## src/rtl/kecq_pkg.sv

```systemverilog
`default_nettype none

package kecq_pkg;

    localparam int QUEUE_DEPTH    = 32;
    localparam int KEY_TABLE_SIZE = 256;

    localparam int CODE_W  = 10;
    localparam int KIND_W  = 2;
    localparam int FLAGS_W = 8;
    localparam int REQ_W   = 2;

    // queue occupancy counts 0..QUEUE_DEPTH
    localparam int CNT_W = $clog2(QUEUE_DEPTH + 1);
    localparam int MAP_W = (KEY_TABLE_SIZE > 1) ? $clog2(KEY_TABLE_SIZE) : 1;

    localparam int INJECTED_BIT = 4;

    localparam logic [REQ_W-1:0] REQ_KEY   = 2'd0;
    localparam logic [REQ_W-1:0] REQ_DRAIN = 2'd1;
    localparam logic [REQ_W-1:0] REQ_CLEAR = 2'd2;

    localparam logic [KIND_W-1:0] KIND_DOWN   = 2'd0;
    localparam logic [KIND_W-1:0] KIND_UP     = 2'd1;
    localparam logic [KIND_W-1:0] KIND_REPEAT = 2'd2;

    typedef struct packed {
        logic [CODE_W-1:0]  code;
        logic [KIND_W-1:0]  kind;
        logic [FLAGS_W-1:0] flags;
    } kecq_entry_t;

    typedef struct packed {
        logic shift;      // take neighbor's entry
        logic load;       // take the new entry
        logic upd_flags;  // overwrite flags only (collapsed repeat)
    } kecq_cell_ctrl_t;

    typedef enum logic [3:0] {
        ST_IDLE     = 4'b0001,
        ST_CLASSIFY = 4'b0010,
        ST_DRAIN    = 4'b0100,
        ST_CLEAR    = 4'b1000
    } kecq_state_t;

endpackage

`default_nettype wire

```

## src/rtl/key_event_classifier_queue_unit.sv

```systemverilog
// Key event classifier with an event queue.
// Input channel (s_valid/s_ready): one request per transaction. A key event is
// classified against the pressed-key bitmap and queued; a clear empties the queue
// and bitmap; a drain emits the queue on the result channel, a disabled drain discards it.
// Result channel (m_valid/m_ready): one queued event per transaction, oldest
// first, is_last on the final one; a drain of an empty queue gives a single
// transaction with queue_empty and is_last set.
// For a key event, the bitmap is read at acceptance, then the bitmap and the
// queue tail are written in the next cycle. Ignored events, unused requests
// and disabled drains leave the input ready, so they can follow back to back.
// A clear holds off the input while the bitmap memory (KEY_TABLE_SIZE, 256
// entries) is zeroed one entry per cycle; the same pass runs after reset.
// A drain holds off the input until its last result (for an empty queue, the
// empty marker) is loaded into the output register; the drain state moves
// the head of the chain there, one entry per cycle while the register is free.
// When the receiver stalls, the output register holds and the chain waits.
// cfg_wr_en/cfg_wr_data write listen_enable.
// Reset (aresetn low, synchronous) empties the queue, drops any pending
// result, clears listen_enable and starts the bitmap clearing pass.
`default_nettype none

module key_event_classifier_queue_unit
    import kecq_pkg::*;
(
    input  wire logic               aclk,
    input  wire logic               aresetn,
    input  wire logic               cfg_wr_en,
    input  wire logic               cfg_wr_data,
    input  wire logic               s_valid,
    output logic                    s_ready,
    input  wire logic [REQ_W-1:0]   s_req_type,
    input  wire logic [CODE_W-1:0]  s_key_code,
    input  wire logic               s_key_up,
    input  wire logic [FLAGS_W-1:0] s_event_flags,
    output logic                    m_valid,
    input  wire logic               m_ready,
    output logic [CODE_W-1:0]       m_out_key_code,
    output logic [KIND_W-1:0]       m_event_kind,
    output logic [FLAGS_W-1:0]      m_out_flags,
    output logic                    m_is_last,
    output logic                    m_queue_empty
);

    logic                      listen_reg;
    logic [CNT_W-1:0]          count_reg, count_next;
    logic [CODE_W-1:0]         last_code_reg, last_code_next;
    logic [KIND_W-1:0]         last_kind_reg, last_kind_next;
    logic [CODE_W-1:0]         ev_code_reg, ev_code_next;
    logic                      ev_up_reg, ev_up_next;
    logic [FLAGS_W-1:0]        ev_flags_reg, ev_flags_next;
    logic [MAP_W-1:0]          clr_idx_reg, clr_idx_next;
    logic                      map_rd_reg;
    kecq_state_t               state_reg, state_next;
    logic                      m_valid_reg, m_valid_next;
    kecq_entry_t               out_entry_reg, out_entry_next;
    logic                      out_last_reg, out_last_next;
    logic                      out_empty_reg, out_empty_next;

    // pressed-key bitmap
    logic             map_mem [KEY_TABLE_SIZE];
    logic             map_we, map_wdata;
    logic [MAP_W-1:0] map_waddr;

    kecq_entry_t     cell_q [QUEUE_DEPTH];
    kecq_cell_ctrl_t cell_ctrl [QUEUE_DEPTH];
    kecq_entry_t     new_entry;

    logic             accept, is_key, is_drain, is_clear, ev_ok, classify;
    logic             tracked, repl, full, ofree;
    logic             push_new, push_repl, drain_pop, shift_all;
    logic [KIND_W-1:0] kind;

    assign s_ready  = (state_reg == ST_IDLE);
    assign accept   = s_valid && s_ready;
    assign is_key   = (s_req_type == REQ_KEY);
    assign is_drain = (s_req_type == REQ_DRAIN);
    assign is_clear = (s_req_type == REQ_CLEAR);
    assign ev_ok    = listen_reg && !s_event_flags[INJECTED_BIT];
    assign classify = (state_reg == ST_CLASSIFY);

    assign tracked = ({1'b0, ev_code_reg} < (CODE_W + 1)'(KEY_TABLE_SIZE));

    always_comb begin
        if (ev_up_reg) begin
            kind = KIND_UP;
        end else if (tracked && map_rd_reg) begin
            kind = KIND_REPEAT;
        end else begin
            kind = KIND_DOWN;
        end
    end

    assign new_entry = '{code: ev_code_reg, kind: kind, flags: ev_flags_reg};

    // a repeat right after a repeat of the same key only refreshes the flags
    assign repl = (count_reg != '0) && (kind == KIND_REPEAT)
               && (last_kind_reg == KIND_REPEAT) && (last_code_reg == ev_code_reg);
    assign full = (count_reg == CNT_W'(QUEUE_DEPTH));

    assign push_repl = classify && repl;
    assign push_new  = classify && !repl;

    assign ofree     = !m_valid_reg || m_ready;
    assign drain_pop = (state_reg == ST_DRAIN) && ofree && (count_reg != '0);
    // full queue drops the oldest: whole chain shifts while the tail loads
    assign shift_all = drain_pop || (push_new && full);

    genvar gi;
    generate
        for (gi = 0; gi < QUEUE_DEPTH; gi++) begin : g_cell
            kecq_entry_t nbr;
            if (gi == QUEUE_DEPTH - 1) begin : g_tail
                assign nbr = '0;
            end else begin : g_mid
                assign nbr = cell_q[gi+1];
            end

            always_comb begin
                cell_ctrl[gi].shift     = shift_all;
                cell_ctrl[gi].load      = push_new &&
                    (full ? (gi == QUEUE_DEPTH - 1) : (count_reg == CNT_W'(gi)));
                cell_ctrl[gi].upd_flags = push_repl &&
                    (count_reg == CNT_W'(gi + 1));
            end

            kecq_cell u_cell (
                .aclk      (aclk),
                .ctrl      (cell_ctrl[gi]),
                .new_entry (new_entry),
                .nbr_entry (nbr),
                .entry     (cell_q[gi])
            );
        end
    endgenerate

    always_ff @(posedge aclk) begin
        if (map_we) begin
            map_mem[map_waddr] <= map_wdata;
        end
        if (accept) begin
            map_rd_reg <= map_mem[s_key_code[MAP_W-1:0]];
        end
    end

    always_comb begin
        count_next     = count_reg;
        last_code_next = last_code_reg;
        last_kind_next = last_kind_reg;
        ev_code_next   = ev_code_reg;
        ev_up_next     = ev_up_reg;
        ev_flags_next  = ev_flags_reg;
        clr_idx_next   = clr_idx_reg;
        state_next     = state_reg;
        m_valid_next   = m_valid_reg;
        out_entry_next = out_entry_reg;
        out_last_next  = out_last_reg;
        out_empty_next = out_empty_reg;
        map_we         = 1'b0;
        map_waddr      = clr_idx_reg;
        map_wdata      = 1'b0;

        if (accept && is_key) begin
            ev_code_next  = s_key_code;
            ev_up_next    = s_key_up;
            ev_flags_next = s_event_flags;
            if (ev_ok) begin
                state_next = ST_CLASSIFY;
            end
        end

        if (push_new) begin
            last_code_next = ev_code_reg;
            last_kind_next = kind;
            if (!full) begin
                count_next = count_reg + CNT_W'(1);
            end
        end

        if (accept && is_clear) begin
            count_next   = '0;
            clr_idx_next = '0;
            state_next   = ST_CLEAR;
        end

        if (accept && is_drain) begin
            if (listen_reg) begin
                state_next = ST_DRAIN;
            end else begin
                count_next = '0;
            end
        end

        if (m_valid_reg && m_ready) begin
            m_valid_next = 1'b0;
        end

        case (state_reg)
            ST_IDLE: begin
            end
            ST_CLASSIFY: begin
                state_next = ST_IDLE;
                if (tracked && (kind != KIND_REPEAT)) begin
                    map_we    = 1'b1;
                    map_waddr = ev_code_reg[MAP_W-1:0];
                    map_wdata = (kind == KIND_DOWN);
                end
            end
            ST_DRAIN: begin
                if (ofree) begin
                    m_valid_next = 1'b1;
                    if (count_reg == '0) begin
                        out_entry_next = '0;
                        out_last_next  = 1'b1;
                        out_empty_next = 1'b1;
                        state_next     = ST_IDLE;
                    end else begin
                        out_entry_next = cell_q[0];
                        out_last_next  = (count_reg == CNT_W'(1));
                        out_empty_next = 1'b0;
                        count_next     = count_reg - CNT_W'(1);
                        if (count_reg == CNT_W'(1)) begin
                            state_next = ST_IDLE;
                        end
                    end
                end
            end
            ST_CLEAR: begin
                map_we       = 1'b1;
                clr_idx_next = clr_idx_reg + MAP_W'(1);
                if (clr_idx_reg == MAP_W'(KEY_TABLE_SIZE - 1)) begin
                    state_next = ST_IDLE;
                end
            end
            default: begin
                state_next = ST_IDLE;
            end
        endcase
    end

    always_ff @(posedge aclk) begin
        if (!aresetn) begin
            listen_reg  <= 1'b0;
            count_reg   <= '0;
            clr_idx_reg <= '0;
            state_reg   <= ST_CLEAR;
            m_valid_reg <= 1'b0;
        end else begin
            if (cfg_wr_en) begin
                listen_reg <= cfg_wr_data;
            end
            count_reg   <= count_next;
            clr_idx_reg <= clr_idx_next;
            state_reg   <= state_next;
            m_valid_reg <= m_valid_next;
        end
    end

    always_ff @(posedge aclk) begin
        last_code_reg <= last_code_next;
        last_kind_reg <= last_kind_next;
        ev_code_reg   <= ev_code_next;
        ev_up_reg     <= ev_up_next;
        ev_flags_reg  <= ev_flags_next;
        out_entry_reg <= out_entry_next;
        out_last_reg  <= out_last_next;
        out_empty_reg <= out_empty_next;
    end

    assign m_valid        = m_valid_reg;
    assign m_out_key_code = out_entry_reg.code;
    assign m_event_kind   = out_entry_reg.kind;
    assign m_out_flags    = out_entry_reg.flags;
    assign m_is_last      = out_last_reg;
    assign m_queue_empty  = out_empty_reg;

endmodule

`default_nettype wire

```

## src/rtl/kecq_cell.sv

```systemverilog
`default_nettype none

module kecq_cell
    import kecq_pkg::*;
(
    input  wire logic            aclk,
    input  wire kecq_cell_ctrl_t ctrl,
    input  wire kecq_entry_t     new_entry,
    input  wire kecq_entry_t     nbr_entry,
    output kecq_entry_t          entry
);

    kecq_entry_t entry_reg;
    kecq_entry_t entry_next;

    always_comb begin
        entry_next = entry_reg;
        if (ctrl.load) begin
            entry_next = new_entry;
        end else if (ctrl.shift) begin
            entry_next = nbr_entry;
        end else if (ctrl.upd_flags) begin
            entry_next.flags = new_entry.flags;
        end
    end

    always_ff @(posedge aclk) begin
        entry_reg <= entry_next;
    end

    assign entry = entry_reg;

endmodule

`default_nettype wire
```

## config.mk

```make
export PLATFORM = sky130hd
export DESIGN_NAME = key_event_classifier_queue_unit
export DESIGN_NICKNAME = d
export VERILOG_FILES = /design/src/rtl/kecq_pkg.sv /design/src/rtl/key_event_classifier_queue_unit.sv /design/src/rtl/kecq_cell.sv
export SDC_FILE = /design/constraint.sdc
export NUM_CORES = 1
export LEC_CHECK = 0
export BUFFER_PORTS_ARGS = -buffer_cell sky130_fd_sc_hd__buf_4
export CORE_ASPECT_RATIO = 1.1
export CORE_MARGIN = 1.5
export CORE_UTILIZATION = 40
export CTS_CLUSTER_SIZE = 16
export DETAILED_ROUTE_END_ITERATION = 12
export PLACE_DENSITY = 0.59
export SYNTH_ARGS = -nofsm -noshare
export SYNTH_HDL_FRONTEND = slang
export SYNTH_SLANG_ARGS = --single-unit
```

## constraint.sdc

```tcl
create_clock -name aclk -period 13.7 [get_ports aclk]
set_input_delay 2.055 -clock aclk [delete_from_list [all_inputs] [get_ports aclk]]
set_output_delay 2.055 -clock aclk [all_outputs]
set_load 0.005 [all_outputs]
```

==> flow_metrics.env <==
export IMPL_max_stage_delay_ps=890
export IMPL_vias=22700
export IMPL_finalNetCount=2881
export IMPL_use_met1_pct=24.7
export IMPL_antenna_found_initial=2
export IMPL_startpoint_type="flip-flop"
export IMPL_finalSetupViolCount=0
export IMPL_clock_sinks=970
export IMPL_wl_um=91900
export IMPL_tns_ps=0
export IMPL_cts_tree="yes"
export IMPL_largest_reg_flops=640
export IMPL_post_route_period_util_pct=33.9
export IMPL_clkLatencyLatePin_ps=670
export IMPL_grt_util_met3_pct=3.64
export IMPL_drive_above_1_share_pct=22.6
export IMPL_vdd_drop_max_uv=98.8
export IMPL_fin_crit_ps=4650
export IMPL_cap_violations=0
export IMPL_fmax_mhz=215
export IMPL_grt_pass1_vias=23200
export IMPL_synth_top_area_share_pct=69.1
export IMPL_die_w_um=309
export IMPL_io_buffers=50
export IMPL_syn2layout_area_growth_pct=11.1
export IMPL_syn_inst=2871
export IMPL_die_area_um2=105000
export IMPL_rsz0062_at_grt="false"
export IMPL_grt_use_met2_pct=28.2
export IMPL_drt_initial_drc_count=2088
export IMPL_ys_seq_area_share_pct=70.1
export IMPL_cts_max_path_buffers=3
export IMPL_drt_pass1_iter_count=5
export IMPL_yosysWarningCount=0
export IMPL_outcome="completed"
export IMPL_num_rows=123
export IMPL_hold_buffers=0
export IMPL_synth_cell_types=60
export IMPL_cts_root_buf="clkbuf_16"
export IMPL_nFillCells=8966
export IMPL_busiest_layer="met2"
export IMPL_critPathCaptureType="flip-flop"
export IMPL_hpwl_um=55500
export IMPL_htree_levels=3
export IMPL_synth_edff_count=950
export IMPL_synth_seq_cells=970
export IMPL_slowest_stage="nand3_1"
export IMPL_p_leak_nw=14.2
export IMPL_path_max_fanout=46
export IMPL_syn_nets=2903
export IMPL_start_util_pct=40.4
export IMPL_skew_ps=24.5
export IMPL_yosys_area_top_type="edfxtp_1"
export IMPL_post_cts_setup_buffers=0
export IMPL_core_area_um2=102000
export IMPL_grt_start_max_net_pins=125
export IMPL_hold_viol=0
export IMPL_tightest_slew_ps=1200
export IMPL_grt_overflow=0
export IMPL_crit_path_cell_trace="nor2_1, nand3_1, inv_1, nor2_1, a21oi_4, buf_4, nand2b_1, o21bai_1"
export IMPL_track_usage_pct=17.6
export IMPL_vias_per_cell=5.27
export IMPL_ys_async_sr_fraction_pct=0
export IMPL_slew_violations=0
export IMPL_drc=0
export IMPL_wire_per_inst_um=21.3
export IMPL_finalCoreUtilization_pct=44.9
export IMPL_ant_nets=0
export IMPL_crit_family="simple AND/OR/NAND/NOR gates"
export IMPL_worst_path_buf_inv=2
export IMPL_io_pins=51
export IMPL_power_per_cell_area_nw_per_um2=129
export IMPL_cp_common_cell="nor2_1"
export IMPL_cts_made_buffers=101
export IMPL_synth_area_per_cell_um2=14.4
export IMPL_cts_clk_slew_worst_paths_ps=60
export IMPL_finalWeightedCongestion=0.812
export IMPL_synth_area_leaders="edfxtp_1, mux2_2, nand2_1"
export IMPL_die_h_um=340
export IMPL_synth_flop_cell="edfxtp_1"
export IMPL_grt_first_pass_wirelength_um=142000
export IMPL_postCtsResizedCells=0
export IMPL_arrival_ps=4950
export IMPL_relSlewSlack_pct=19.8
export IMPL_required_ps=14000
export IMPL_syn_area_um2=41300
export IMPL_hp_class="flip-flop to flip-flop"
export IMPL_path_class="flip-flop to flip-flop"
==> metal layers <==
layer	routed length [µm]	share of wire, %
met1	41200	45
met2	43400	47
met3	5610	6.1
met4	1640	1.8
met5	13	0.014
==> final cells by class <==
cell class,instances,area [µm²],area share [%]
clock inverter,62,473,1.03
clock buffer,123,2650,5.79
multi-input combinational,1682,11400,24.9
sequential,970,28900,63.1
timing repair buffer,85,638,1.39
inverter,9,33.8,0.0737
antenna,1,2.50,0.00546
tap,1375,1720,3.75
==> per-stage QoR <==
stage / hold WS, ps / worst slack, ps / std cells / instance area (µm²) / total power, mW
after detailed placement: 498 / 8580 / 4121 / 42700 / 3.37
after CTS: 507 / 9050 / 4306 / 45800 / 5.97
after global routing: 531 / 8790 / 4306 / 45800 / 6.09
after global placement: 483 / 8590 / 4121 / 42700 / 3.36
final: 510 / 9050 / 4307 / 45800 / 5.92
after floorplan: 424 / 1130 / 2871 / 41300 / 3.33
==> cells in the final DEF (no fill, tap or decap), drive strengths merged, types with 7 or more instances in the layout <==
cell / synthesis / layout
buf: 108 / 85
dfxtp: 20 / 20
nand2b: 32 / 32
nand2: 583 / 583
a21oi: 14 / 14
o211ai: 9 / 9
mux2i: 53 / 53
bufinv: 0 / 7
a31oi: 7 / 7
xnor2: 9 / 9
nor2: 283 / 283
nor3: 33 / 33
o21bai: 25 / 25
clkbuf: 102 / 123
and2: 44 / 44
nor2b: 13 / 13
nand3b: 12 / 12
clkinv: 0 / 52
mux4: 42 / 42
edfxtp: 950 / 950
or3: 7 / 7
o21ai: 25 / 25
nand3: 21 / 21
a22oi: 9 / 9
inv: 9 / 11
mux2: 374 / 374
o22ai: 24 / 24
==> worst paths after layout <==
check / depth (start not counted) / start / slack [ps] / end
max: 8 / count_reg[2]$_SDFF_PN0_ / 9050 / g_cell[9].u_cell.entry[4]$_DFFE_PP_
min reg2reg: 2 / g_cell[18].u_cell.entry[4]$_DFFE_PP_ / 510 / g_cell[17].u_cell.entry[4]$_DFFE_PP_
max reg2reg: 8 / count_reg[2]$_SDFF_PN0_ / 9050 / g_cell[9].u_cell.entry[4]$_DFFE_PP_
min: 2 / g_cell[18].u_cell.entry[4]$_DFFE_PP_ / 510 / g_cell[17].u_cell.entry[4]$_DFFE_PP_
==> power breakdown <==
| part | switching [mW] | internal, mW |
|---|---|---|
| clock network | 1.12 | 1.50 |
| logic | 0.0568 | 0.0293 |
| registers | 0.00344 | 3.21 |
==> cell families after synthesis <==
kind of cell	synth area share [%]
mux	13.8
compound gates	2.33
xor+xnor	0.212
fa+ha+maj	0.152
simple gates	11.1
buf+inv	2.33
flops	70.1
==> worst reg2reg max path: stages, from the launching register on <==
cell and delay, ps:
dfxtp_1 400, nor2_1 600, nand3_1 890, inv_1 340, nor2_1 160, a21oi_4 120
buf_4 560, nand2b_1 620, o21bai_1 590
==> synthesized netlist by cell type, types with 10 or more instances <==
master / n
nand2b_1: 32
mux2_2: 372
o22ai_1: 24
nor3_1: 10
nor2b_1: 13
dfxtp_1: 20
nor3_2: 23
and2_1: 44
nand3b_1: 12
nand3_1: 21
clkbuf_1: 102
o21ai_0: 24
o21bai_1: 25
mux4_2: 42
nor2_1: 283
buf_2: 98
edfxtp_1: 950
mux2i_1: 53
nand2_1: 583
a21oi_1: 13
Note: power is estimated with default switching activity, not from simulation.
